===== config.mk =====
export PLATFORM = sky130hd
export DESIGN_NAME = http_chunked_body_decoder_core
export DESIGN_NICKNAME = d
export VERILOG_FILES = /design/src/hdl/hcbd_pkg.sv /design/src/hdl/http_chunked_body_decoder_core.sv
export SDC_FILE = /design/constraint.sdc
export NUM_CORES = 1
export LEC_CHECK = 0
export BUFFER_PORTS_ARGS = -buffer_cell sky130_fd_sc_hd__buf_4
export CORE_MARGIN = 1
export CORE_UTILIZATION = 60
export DETAILED_ROUTE_END_ITERATION = 8
export GPL_TIMING_DRIVEN = 1
export PLACE_DENSITY = 0.8
export SYNTH_ARGS = -nofsm -noshare
export SYNTH_HDL_FRONTEND = slang
export SYNTH_SLANG_ARGS = --single-unit

===== constraint.sdc =====
create_clock -name i_clk -period 6.2 [get_ports i_clk]
set_clock_uncertainty 0.05 [all_clocks]
set_input_delay 0.62 -clock i_clk [delete_from_list [all_inputs] [get_ports i_clk]]
set_output_delay 0.62 -clock i_clk [all_outputs]
set_load 0.02 [all_outputs]

===== src/hdl/hcbd_pkg.sv =====
// Shared constants and types for the chunked body decoder.
// No dependencies; imported by the core and its checker.
`default_nettype none

package hcbd_pkg;

    // Characters that drive the size-line parser
    localparam logic [7:0] CHAR_TAB   = 8'h09;
    localparam logic [7:0] CHAR_LF    = 8'h0A;
    localparam logic [7:0] CHAR_CR    = 8'h0D;
    localparam logic [7:0] CHAR_SPACE = 8'h20;
    localparam logic [7:0] CHAR_SEMI  = 8'h3B;

    // End-of-body status codes
    typedef enum logic [1:0] {
        ST_COMPLETE = 2'd0,
        ST_STOPPED  = 2'd1,
        ST_FAILED   = 2'd2
    } t_status;

endpackage : hcbd_pkg

`default_nettype wire


===== src/hdl/http_chunked_body_decoder_core.sv =====
// HTTP/1.1 chunked body decoder core: parses size lines, passes payload bytes.
// Depends on hcbd_pkg (character constants, status codes).
//
//  channel | direction | handshake                | fields
//  --------+-----------+--------------------------+----------------------------------
//  in      | input     | i_in_valid / o_in_stall  | i_in_byte, i_in_last
//  out     | output    | o_out_valid / i_out_stall| o_out_byte, o_out_is_data,
//          |           |                          | o_out_done, o_out_status
//
// One byte per cycle while o_in_stall is low: the parser state updates in the cycle a byte is taken, and
// the result is registered in that same cycle into the output register, or into the skid entry on stall.
// A one-entry skid buffer lets a new byte enter while a result waits on stall;
// o_in_stall rises only once the skid entry is full.
// Reset (synchronous, active low) clears the parser and the valid flags of both output stages.
// After a byte with i_in_last the parser returns to its reset state.
`default_nettype none

module http_chunked_body_decoder_core
    import hcbd_pkg::*;
#(
    parameter int SIZE_BITS = 32
) (
    input  wire logic       i_clk,
    input  wire logic       i_rst_n,
    input  wire logic       i_in_valid,
    output logic            o_in_stall,
    input  wire logic [7:0] i_in_byte,
    input  wire logic       i_in_last,
    output logic            o_out_valid,
    input  wire logic       i_out_stall,
    output logic [7:0]      o_out_byte,
    output logic            o_out_is_data,
    output logic            o_out_done,
    output logic [1:0]      o_out_status
);

    typedef enum logic [3:0] {
        PH_LEAD    = 4'd0,
        PH_DIGITS  = 4'd1,
        PH_TRAIL   = 4'd2,
        PH_EXT     = 4'd3,
        PH_DATA    = 4'd4,
        PH_DATA_CR = 4'd5,
        PH_DATA_LF = 4'd6,
        PH_DONE    = 4'd7,
        PH_STOP    = 4'd8
    } t_phase;

    typedef struct packed {
        logic [7:0] data_byte;
        logic       is_data;
        logic       done;
        logic [1:0] status;
    } t_result;

    // Parser state
    t_phase                 r_phase,   n_phase;
    logic [SIZE_BITS-1:0]   r_rem,     n_rem;
    logic                   r_seen,    n_seen;
    logic                   r_pend_cr, n_pend_cr;
    logic                   r_any,     n_any;

    // Output register and skid entry
    logic                   r_out_valid;
    t_result                r_out;
    logic                   r_skid_valid;
    t_result                r_skid;

    // Per-byte decode
    logic                   accept;
    logic                   take;
    logic                   res_valid;
    t_result                res;
    logic                   is_ws;
    logic                   hex_ok;
    logic [3:0]             hex_val;
    logic                   skip_rest;
    t_phase                 ph;
    logic [SIZE_BITS-1:0]   rem_dec;

    assign o_in_stall = r_skid_valid;
    assign accept     = i_in_valid && !r_skid_valid;
    assign take       = r_out_valid && !i_out_stall;
    assign rem_dec    = r_rem - SIZE_BITS'(1);

    // Character classes
    always_comb begin
        is_ws = (i_in_byte == CHAR_SPACE) ||
                ((i_in_byte >= CHAR_TAB) && (i_in_byte <= CHAR_CR));
        hex_ok  = 1'b1;
        hex_val = 4'd0;
        if ((i_in_byte >= 8'h30) && (i_in_byte <= 8'h39)) begin
            hex_val = 4'(i_in_byte - 8'h30);
        end else if ((i_in_byte >= 8'h61) && (i_in_byte <= 8'h66)) begin
            hex_val = 4'(i_in_byte - 8'h57);
        end else if ((i_in_byte >= 8'h41) && (i_in_byte <= 8'h46)) begin
            hex_val = 4'(i_in_byte - 8'h37);
        end else begin
            hex_ok = 1'b0;
        end
    end

    // Next parser state and result for the byte on the input
    always_comb begin
        n_rem     = r_rem;
        n_seen    = r_seen;
        n_pend_cr = r_pend_cr;
        n_any     = r_any;
        ph        = r_phase;
        skip_rest = 1'b0;
        res       = '0;

        unique case (r_phase)
            PH_LEAD, PH_DIGITS, PH_TRAIL, PH_EXT: begin
                // CR held over from the previous byte: CRLF ends the line,
                // otherwise the CR was whitespace
                if (r_pend_cr) begin
                    n_pend_cr = 1'b0;
                    if (i_in_byte == CHAR_LF) begin
                        skip_rest = 1'b1;
                        n_seen    = 1'b0;
                        if (!r_seen) begin
                            ph = PH_STOP;
                        end else if (r_rem == '0) begin
                            ph = PH_DONE;
                        end else begin
                            ph = PH_DATA;
                        end
                    end else if (ph == PH_DIGITS) begin
                        ph = PH_TRAIL;
                    end
                end
                if (!skip_rest) begin
                    if (i_in_byte == CHAR_CR) begin
                        n_pend_cr = 1'b1;
                    end else if (ph == PH_EXT) begin
                        // extension text is discarded up to the line end
                    end else if (is_ws) begin
                        if (ph == PH_DIGITS) begin
                            ph = PH_TRAIL;
                        end
                    end else if (i_in_byte == CHAR_SEMI) begin
                        ph = r_seen ? PH_EXT : PH_STOP;
                    end else if (ph == PH_TRAIL) begin
                        ph = PH_STOP;
                    end else if (!hex_ok || (|r_rem[SIZE_BITS-1 -: 4])) begin
                        // bad digit or size overflow
                        ph = PH_STOP;
                    end else begin
                        n_rem  = {r_rem[SIZE_BITS-5:0], hex_val};
                        n_seen = 1'b1;
                        ph     = PH_DIGITS;
                    end
                end
            end
            PH_DATA: begin
                res.is_data   = 1'b1;
                res.data_byte = i_in_byte;
                n_any         = 1'b1;
                n_rem         = rem_dec;
                if (rem_dec == '0) begin
                    ph = PH_DATA_CR;
                end
            end
            PH_DATA_CR: begin
                ph = (i_in_byte == CHAR_CR) ? PH_DATA_LF : PH_STOP;
            end
            PH_DATA_LF: begin
                ph    = (i_in_byte == CHAR_LF) ? PH_LEAD : PH_STOP;
                n_rem = '0;
            end
            PH_DONE: begin
            end
            default: begin
                ph = PH_STOP;
            end
        endcase

        n_phase = ph;

        // Last byte: report status and return to reset state
        if (i_in_last) begin
            res.done = 1'b1;
            if (ph == PH_DONE) begin
                res.status = ST_COMPLETE;
            end else if (n_any) begin
                res.status = ST_STOPPED;
            end else begin
                res.status = ST_FAILED;
            end
            n_phase   = PH_LEAD;
            n_rem     = '0;
            n_seen    = 1'b0;
            n_pend_cr = 1'b0;
            n_any     = 1'b0;
        end

        res_valid = accept && (res.is_data || i_in_last);
    end

    // Parser state registers
    always_ff @(posedge i_clk) begin
        if (!i_rst_n) begin
            r_phase   <= PH_LEAD;
            r_rem     <= '0;
            r_seen    <= 1'b0;
            r_pend_cr <= 1'b0;
            r_any     <= 1'b0;
        end else if (accept) begin
            r_phase   <= n_phase;
            r_rem     <= n_rem;
            r_seen    <= n_seen;
            r_pend_cr <= n_pend_cr;
            r_any     <= n_any;
        end
    end

    // Output register with skid entry
    always_ff @(posedge i_clk) begin
        if (!i_rst_n) begin
            r_out_valid  <= 1'b0;
            r_skid_valid <= 1'b0;
        end else if (!r_out_valid || take) begin
            if (r_skid_valid) begin
                r_out_valid  <= 1'b1;
                r_skid_valid <= 1'b0;
            end else begin
                r_out_valid  <= res_valid;
            end
        end else if (res_valid) begin
            r_skid_valid <= 1'b1;
        end
    end

    // Payload registers, no reset
    always_ff @(posedge i_clk) begin
        if (!r_out_valid || take) begin
            r_out <= r_skid_valid ? r_skid : res;
        end else if (res_valid) begin
            r_skid <= res;
        end
    end

    assign o_out_valid   = r_out_valid;
    assign o_out_byte    = r_out.data_byte;
    assign o_out_is_data = r_out.is_data;
    assign o_out_done    = r_out.done;
    assign o_out_status  = r_out.status;

endmodule : http_chunked_body_decoder_core

`default_nettype wire


# Word level (Yosys, flattened, before mapping)
# Index checks and enable logic that the tools add are counted.
[classes]
n_addsub = 4
n_mul = 0
n_div = 0
order_cmp = 8
n_eq_ne = 22
shift = 0
n_mux = 61
n_bitwise = 2
n_reduce_logical = 26
[ops]
columns = ["cell", "n"]
rows = [
  ["2-to-1 mux 32 bit", 8],
  ["one-hot mux 32 bit (3 select lines)", 1],
  ["2-to-1 mux 4 bit", 21],
  ["zero test 32 bit", 2],
  ["subtractor 32 x 1 -> 32 bit (second input constant)", 1],
  ["2-to-1 mux 1 bit", 24],
  ["!= test 3 bit (second input constant)", 7],
  ["equality test 4 x 3 -> 1 bit (second input constant)", 5],
  ["one-hot mux 4 bit (5 select lines)", 1],
  ["equality test 4 x 2 -> 1 bit (second input constant)", 4],
  ["equality test 8 x 4 -> 1 bit (second input constant)", 2],
  ["equality test 8 x 6 -> 1 bit (second input constant)", 2],
  [">= comparator 8 x 7 -> 1 bit (second input constant)", 2],
  ["less-or-equal comparator 8 x 7 -> 1 bit (second input constant)", 2],
  ["2-to-1 mux 12 bit", 1],
  ["2-to-1 mux 9 bit", 1],
  ["AND reduction 9 bit", 1],
  ["equality test 4 x 1 -> 1 bit (second input constant)", 2],
  [">= comparator 8 x 4 -> 1 bit (second input constant)", 1],
  [">= comparator 8 x 6 -> 1 bit (second input constant)", 1],
  ["less-or-equal comparator 8 x 4 -> 1 bit (second input constant)", 1],
  ["less-or-equal comparator 8 x 6 -> 1 bit (second input constant)", 1],
  ["OR reduction 4 bit", 2],
  ["subtractor 4 x 3 -> 4 bit (second input constant)", 2],
  ["other kinds (12)", 28],
]
[totals]
regBits = 65
latch_bits = 0
mem_bits_rw = 0
mem_bits_ro = 0
input_bits = 13
out_inout_bits = 14
wordCells = 138
n_memories = 0

# Longest topological paths before layout
# Gate-level depths: netlist of run 1.
[depth]
ltp_word = 19
ltp_mapped = 11
depth_no_buf = 9

# Least setup slack after synthesis of run 1
# Ideal clock, no wire load.
[synth_timing]
kind = "register to register"
from = "register r_phase[0]"
to = "register r_skid[0] in the netlist's numbering (enable)"
arrival_ps = 2643
required_time_ps = 5751
path_slack_ps = 3108
path_stages_with_launch = 9
period_less_slack_ps = 3092
cell_sequence = "dfxtp_1 -> clkbuf_1 -> or3b_1 -> buf_2 -> or2_1 -> clkbuf_1 -> clkbuf_1 -> nand2_1 -> nor3b_1"
[synth_between]
elab_chain_cells = 5
[synth_lines]
columns = ["item", "line_no", "text"]
rows = [
  ["from (decl)", "http_chunked_body_decoder_core.sv:57", "t_phase r_phase, n_phase;"],
  ["from (signal assigned)", "http_chunked_body_decoder_core.sv:210", "r_phase <= n_phase;"],
  ["equality test 4 x 3 -> 1 bit", "http_chunked_body_decoder_core.sv:113", "unique case (r_phase)"],
  ["2-to-1 mux 9 bit", "http_chunked_body_decoder_core.sv:113", ""],
  ["logical OR 1 bit", "http_chunked_body_decoder_core.sv:198", "res_valid = accept && (res.is_data || i_in_last);"],
  ["logical AND 1 bit", "http_chunked_body_decoder_core.sv:198", ""],
  ["AND reduction 2 bit (no source line)", "-", ""],
  ["to (signal assigned)", "http_chunked_body_decoder_core.sv:240", "r_skid <= res;"],
  ["to (decl)", "http_chunked_body_decoder_core.sv:67", "t_result r_skid;"],
]
# Every way passes these cells.
# A chain may end at the register's enable or synchronous reset.

==> results.py, run 1 <==
metrics = {
    "global_route": {
        "grt_pass1_vias": 3674,
        "grt_pass1_wl_um": 18290,
        "grt_overflow_total": 0,
        "grt_max_degree": 61,
        "antenna_found_initial": 0,
        "track_usage_pct": 30.06,
    },
    "final_layout": {
        "n_fill_cell": 607,
        "layout_commonest_cell": "nand2_1",
        "num_antenna_cells": 0,
        "layout_common_cells": "nand2_1, dfxtp_1, or3_1",
        "nets": 547,
        "drive_gt1_share_pct": 14.63,
        "fin_area_um2": 4897,
        "area_growth_pct": 6.823,
        "finalNonFillerCells": 632,
    },
    "setup_path": {
        "crit_path_max_fanout": 37,
        "crit_arrival_ns": 3.52,
        "r2r-end": "r_skid[0]",
        "worstSetupPathType": "flop to flop",
        "critPathRequiredTime_ns": 6.23,
        "startpoint_type": "flop",
        "timing.critical_path.to_type": "flop",
        "rr_worst_depth": 10,
        "r2r_start": "r_phase[2]",
        "rrSetupSlack_ns": 2.72,
    },
    "clock_network": {
        "clk_path_buf_depth": 2,
        "h-tree-depth": 3,
        "cts_setup_buffers": 0,
        "insertion_delay_ns": 0.35,
        "tritoncts": "built",
        "post_cts_resized": 0,
        "clkTransAtPathRegs_ns": 0.08,
        "numCtsBuffers": 9,
        "clockRootBuffer": "clkbuf_8",
        "cts_num_sinks": 65,
        "ctsHoldBuffers": 0,
    },
    "timing": {
        "fin_crit_ns": 3.482,
        "max_slew.worst_pin.slew_ns": 0.7876,
        "maxSlewViolCount": 0,
        "tns_ns": 0,
        "setup_viol": 0,
        "grt_setup_unrepaired": "no",
        "timing.slew.headroom_pct": 47.06,
        "fmax_mhz": 287.2,
        "final-hold-violation-count": 0,
        "period_share_pct": 56.16,
    },
    "logic_synthesis": {
        "yosysSeqAreaShare_pct": 33.62,
        "syn_area_um2": 4584,
        "synth_nets": 556,
        "synth_edf_count": 24,
        "synth_area_leader_cell": "dfxtp_1",
        "synth.avg_cell_area_um2": 8.537,
        "netlist.area_leader.share_pct": 17.90,
        "postSynth.asyncResetShare_pct": 0,
        "postSynthCellCount": 537,
        "ys_seq_elements": 65,
        "ys_types": 81,
        "synth_top_flop_cell": "dfxtp_1",
        "synthTopCellsByArea": "dfxtp_1, edfxtp_1, nand2_1",
        "yosys_warnings": 0,
    },
    "worst_hold_path": {
        "hp-class": "flop to flop",
        "min_from": "r_rem[15]",
        "min_to": "r_rem[15]",
        "hold_depth": 2,
    },
    "place": {
        "port_buffers": 26,
        "place_area_um2": 4690,
        "place_hpwl_um": 7696,
        "place_congestion": 0.9592,
        "dp.cells": 616,
    },
    "die": {
        "die-area_um2": 7994,
        "boundaryPins": 27,
        "start_util_pct": 62.54,
        "rows": 31,
        "die_w_um": 89.41,
        "core_area_um2": 7331,
        "die_h_um": 89.41,
    },
    "routing": {
        "routed_wirelength_um": 11440,
        "wl_per_cell_um": 18.10,
        "drt-pass1-iter-count": 5,
        "drc": 0,
        "final_antenna_net_count": 0,
        "drtIter0Drc": 383,
        "vias": 4178,
        "via_per_inst": 6.611,
    },
    "run": {
        "cap_violations": 0,
    },
    "power_and_ir_drop": {
        "leakage_uw": 0.001756,
        "power_density_nw_per_um2": 191.7,
        "peakVddDrop_v": 0.0001190,
    },
    "status": {
        "run_status": "finished, final reports clean",
    },
}
[power by group]
part | leakage (uW) | switching [uW] | internal [uW]
clock | 0.000103 | 192 | 193
combinational | 0.00109 | 62.9 | 39.7
sequential | 0.000568 | 4.90 | 446
total | 0.00176 | 259 | 679
[per-stage QoR]
| step | worst slack [ns] | hold WS (ns) | total power [uW] | utilization, % |
|---|---|---|---|---|
| finish | 2.718 | 0.4675 | 938.8 | 66.80 |
| floorplan | 3.108 | 0.4105 | 535.0 | - |
| detailed placement | 2.791 | 0.4395 | 562.0 | 63.97 |
| global route | 2.410 | 0.4795 | 972.0 | 66.80 |
| CTS | 2.764 | 0.4600 | 943.2 | 66.80 |
| global placement | 2.888 | 0.4263 | 560.1 | 63.97 |
[cell families after synthesis]
kind of cell	Yosys count	synth area share (%)
AND/OR/NAND/NOR	227	28.74
AO/OA/AOI/OAI	143	22.74
flip-flops	65	33.62
buffers and inverters	60	5.977
XOR/XNOR	28	5.349
multiplexers	8	1.938
adder cells (fa/ha/maj)	6	1.638
[metal layers]
layer | global-route usage [%] | routed length (um) | up-vias | part of all wire [%]
met1 | 41.88 | 5164 | 1975 | 45
met2 | 45.59 | 5151 | 213 | 45
met3 | 7.572 | 981 | 17 | 8.6
met5 | 0 | 0 | - | 0
li1 | - | - | 1973 | -
met4 | 9.668 | 140 | 0 | 1.2
[layout make-up]
type | count | area (um^2) | area share [%]
multi-input cells | 412 | 2769 | 56.54
flip-flops and latches | 65 | 1541 | 31.48
repair buffers | 28 | 210.2 | 4.292
clock buffers | 9 | 123.9 | 2.529
well taps | 99 | 123.9 | 2.529
clock inverters | 7 | 83.83 | 1.712
inverters | 12 | 45.04 | 0.9198
[registers in the layout, summed over array words and instances, names as in the netlist, 2 cells and up]
signal / cells
o_out_byte: 8
o_out_status: 2
r_phase: 4
r_rem: 32
r_skid: 12
[worst max-delay path, cell delays in order (launching register included)]
cell and delay (ns):
dfxtp_1 0.46, or3b_1 0.37, buf_4 0.25, or2_1 0.54, inv_2 0.53, nand3_1 0.13
nor4_1 0.18, and4_1 0.22, nand4_1 0.13, o21ai_2 0.23, a211oi_1 0.12
[synthesized netlist by cell type, drive strengths merged (6+ instances only)]
cell,count
a21boi,28
xor2,13
o21ai,19
inv,12
nand4,8
nor3,22
or3,33
clkbuf,34
nor2,28
mux2,7
a21oi,20
a22oi,14
buf,14
nor4,15
dfxtp,41
o31ai,8
nand2b,8
and2,14
ha,6
nor2b,9
nand2,53
nand3,9
xnor2,15
edfxtp,24
[how the worst max path moves through the flow]
stage	from	end	slack (ns)	depth (start not counted)
finish	r_phase[2]	r_skid[0]	2.72	10
global route	r_phase[2]	o_out_status[0]	2.41	10
CTS	r_phase[2]	o_out_status[0]	2.76	10
detailed placement	r_phase[2]	o_out_status[0]	2.79	10
global placement	r_phase[2]	o_out_status[0]	2.89	10
floorplan	r_phase[0]	r_skid[0]	3.11	8
No activity file was read; power rests on OpenSTA's default activity.
==> inputs of run 2 (changes only) <==
--- a/config.mk
+++ b/config.mk
@@ -5,6 +5,7 @@
 export SDC_FILE = /design/constraint.sdc
 export NUM_CORES = 1
 export LEC_CHECK = 0
+export ABC_AREA = 1
 export BUFFER_PORTS_ARGS = -buffer_cell sky130_fd_sc_hd__buf_4
 export CORE_MARGIN = 1
 export CORE_UTILIZATION = 60
==> constraint.sdc (replaced) <==
create_clock -name i_clk -period 3.3 [get_ports i_clk]
set_clock_uncertainty 0.05 [all_clocks]
set_input_delay 0.33 -clock i_clk [delete_from_list [all_inputs] [get_ports i_clk]]
set_output_delay 0.33 -clock i_clk [all_outputs]
set_load 0.02 [all_outputs]
==> results.py, run 2 <==
metrics = {
    "global_route": {
        "grt_pass1_vias": 4134,
        "grt_pass1_wl_um": 19940,
        "grt_overflow_total": 0,
        "antenna_found_initial": 0,
        "track_usage_pct": 30.90,
        "grt_max_degree": 41,
    },
    "logic_synthesis": {
        "yosysSeqAreaShare_pct": 33.17,
        "postSynthCellCount": 664,
        "yosys_warnings": 0,
        "ys_seq_elements": 65,
        "synth_nets": 683,
        "synthTopCellsByArea": "dfxtp_1, edfxtp_1, nand2_1",
        "netlist.area_leader.share_pct": 17.66,
        "synth_edf_count": 24,
        "synth_most_common_cell": "nand2_1",
        "synth_top_flop_cell": "dfxtp_1",
        "synthTopCellsByCount": "nand2_1, nor2_1, inv_1",
        "ys_types": 38,
        "synth_area_leader_cell": "dfxtp_1",
        "postSynth.asyncResetShare_pct": 0,
        "syn_area_um2": 4647,
        "synth.avg_cell_area_um2": 6.998,
    },
    "routing": {
        "drt-met1-wl_um": 4981,
        "drtIter0Drc": 258,
        "top_layer_used": "met4",
        "route.met3.wl_um": 769,
        "dr_wl_met2_um": 5765,
        "drt-pass1-iter-count": 5,
        "final_antenna_net_count": 0,
        "routed_wirelength_um": 11930,
        "wl_per_cell_um": 15.04,
        "vias": 4429,
        "drc": 0,
        "via_per_inst": 5.585,
    },
    "clock_network": {
        "cts_num_sinks": 65,
        "h-tree-depth": 3,
        "cts_setup_buffers": 0,
        "insertion_delay_ns": 0.35,
        "clk_path_buf_depth": 2,
        "clockRootBuffer": "clkbuf_8",
        "numCtsBuffers": 9,
        "clkTransAtPathRegs_ns": 0.08,
        "tritoncts": "built",
        "post_cts_resized": 0,
        "ctsHoldBuffers": 0,
    },
    "final_layout": {
        "layout_common_cells": "nand2_1, nor2_1, inv_1",
        "multi_input_area_um2": 2663,
        "area_growth_pct": 10.82,
        "nets": 708,
        "regArea_um2": 1541,
        "finalNonFillerCells": 793,
        "fin_area_um2": 5150,
        "top_register": "r_rem",
        "num_antenna_cells": 0,
        "n_fill_cell": 612,
        "drive_gt1_share_pct": 19.31,
        "layout_commonest_cell": "nand2_1",
        "largest_reg_flops": 32,
    },
    "timing": {
        "setup_viol": 0,
        "final-hold-violation-count": 0,
        "fin_crit_ns": 2.818,
        "tns_ns": 0,
        "maxSlewViolCount": 0,
        "period_share_pct": 85.38,
        "grt_setup_unrepaired": "no",
        "max_slew.worst_pin.slew_ns": 0.7075,
        "fmax_mhz": 354.9,
        "holdWs_ns": 0.2270,
        "worst_slack_ns": 0.4825,
        "timing.slew.headroom_pct": 52.78,
    },
    "worst_hold_path": {
        "min_from": "i_rst_n",
        "hp-class": "input port to flop",
        "hold_depth": 3,
        "min_to": "o_in_stall",
    },
    "setup_path": {
        "worst-path-stages": 17,
        "crit_arrival_ns": 2.87,
        "slowest_stage": "dfxtp_1",
        "startpoint_type": "flop",
        "crit_buf_inv": 1,
        "path_delay_family": "simple AND/OR/NAND/NOR gates",
        "rr_worst_depth": 17,
        "crit_chain": "inv_1 -> ha_1 -> nand2_1 -> nor2_1 -> nand3_1 -> nor2_1 -> nand3_1 -> nand2_2 -> nand3_1 -> nand2_1 -> nand2_1 -> nand2_1 -> nand2_1 -> a21oi_1 -> nand2_2 -> nand2_1 -> nor2_1",
        "worstSetupPathType": "flop to flop",
        "rrSetupSlack_ns": 0.48,
        "crit_top_cell": "nand2_1",
        "critPathRequiredTime_ns": 3.35,
        "timing.critical_path.to_type": "flop",
        "r2r_start": "r_rem[0]",
        "r2r-end": "r_skid[0]",
        "crit_path_max_fanout": 6,
        "cp_slowest_stage_delay_ns": 0.38,
    },
    "power_and_ir_drop": {
        "peakVddDrop_v": 0.0002229,
        "power_density_nw_per_um2": 377.6,
        "leakage_uw": 0.002404,
    },
    "place": {
        "preCtsSetupSlack_ns": 0.5184,
        "port_buffers": 26,
        "place_congestion": 1.003,
        "place_hpwl_um": 8703,
        "dp.cells": 777,
        "place_area_um2": 4883,
    },
    "die": {
        "rows": 31,
        "die-area_um2": 8101,
        "die_w_um": 90.01,
        "die_h_um": 90.01,
        "start_util_pct": 63.06,
        "boundaryPins": 27,
        "core_area_um2": 7370,
    },
    "status": {
        "run_status": "finished, final reports clean",
    },
    "run": {
        "cap_violations": 0,
    },
}
## run 2: cell count changes in the layout (fill, tap and decap cells not counted), sizes merged, moves of 9 or more
cell / before / now
nor3: 22 / 11
nand3: 9 / 35
or3: 33 / 0
nor2b: 9 / 0
o21ai: 19 / 40
and2: 14 / 0
a22oi: 14 / 28
a21boi: 28 / 0
nand2: 53 / 179
nor2: 28 / 139
xnor2: 15 / 1
nor4: 15 / 1
inv: 16 / 80
## run 2: stage by stage
step / utilization [%] / total power, uW
finish: 69.88 / 1944
global route: 69.88 / 2012
CTS: 69.88 / 1945
detailed placement: 66.26 / 1045
global placement: 66.26 / 1043
floorplan: - / 1001
## run 2: cells by family (layout without fill, tap and decap cells)
kind of cell	Yosys count	in the layout	share of synthesized area, %
AOI/OAI and AO/OA	99	99	16.32
xor gates and xnor gates	20	20	3.770
adders and majority gates	6	6	1.615
buffers and inverters	101	131	9.531
DFF	65	65	33.17
and+or+nand+nor	373	373	35.59
## run 2: worst register-to-register path, cell delays in order, from the launching register on
cell	delay, ns
dfxtp_1	0.38
inv_1	0.16
ha_1	0.32
nand2_1	0.20
nor2_1	0.13
nand3_1	0.08
nor2_1	0.20
nand3_1	0.15
nand2_2	0.12
nand3_1	0.07
nand2_1	0.06
nand2_1	0.04
nand2_1	0.07
nand2_1	0.07
a21oi_1	0.22
nand2_2	0.10
nand2_1	0.09
nor2_1	0.05
## run 2: layer usage
metal / track usage (%) / up-vias
met4: 13.84 / 0
met2: 54.26 / 187
met1: 36.72 / 2000
met3: 5.415 / 36
li1: - / 2206
met5: 0 / -
## run 2: power breakdown
part           switching (uW)  internal [uW]
clock                     336            579
combinational             129           56.3
sequential               5.53            838
## run 2: cell type report
type	instances	share of cell area, %
multi-input cells	498	51.70
flip-flops and latches	65	29.93
inverters	82	5.977
repair buffers	33	4.811
clock inverters	7	2.770
clock buffers	9	2.405
well taps	99	2.405
## run 2: worst max path at each step
stage                            start              end
final                         r_rem[0]        r_skid[0]
after global routing          r_rem[0]  o_out_status[0]
after CTS                     r_rem[0]        r_skid[0]
after detailed placement  i_in_byte[0]         r_rem[8]
after global placement    i_in_byte[0]        r_rem[29]
after floorplan               r_rem[0]        r_skid[0]
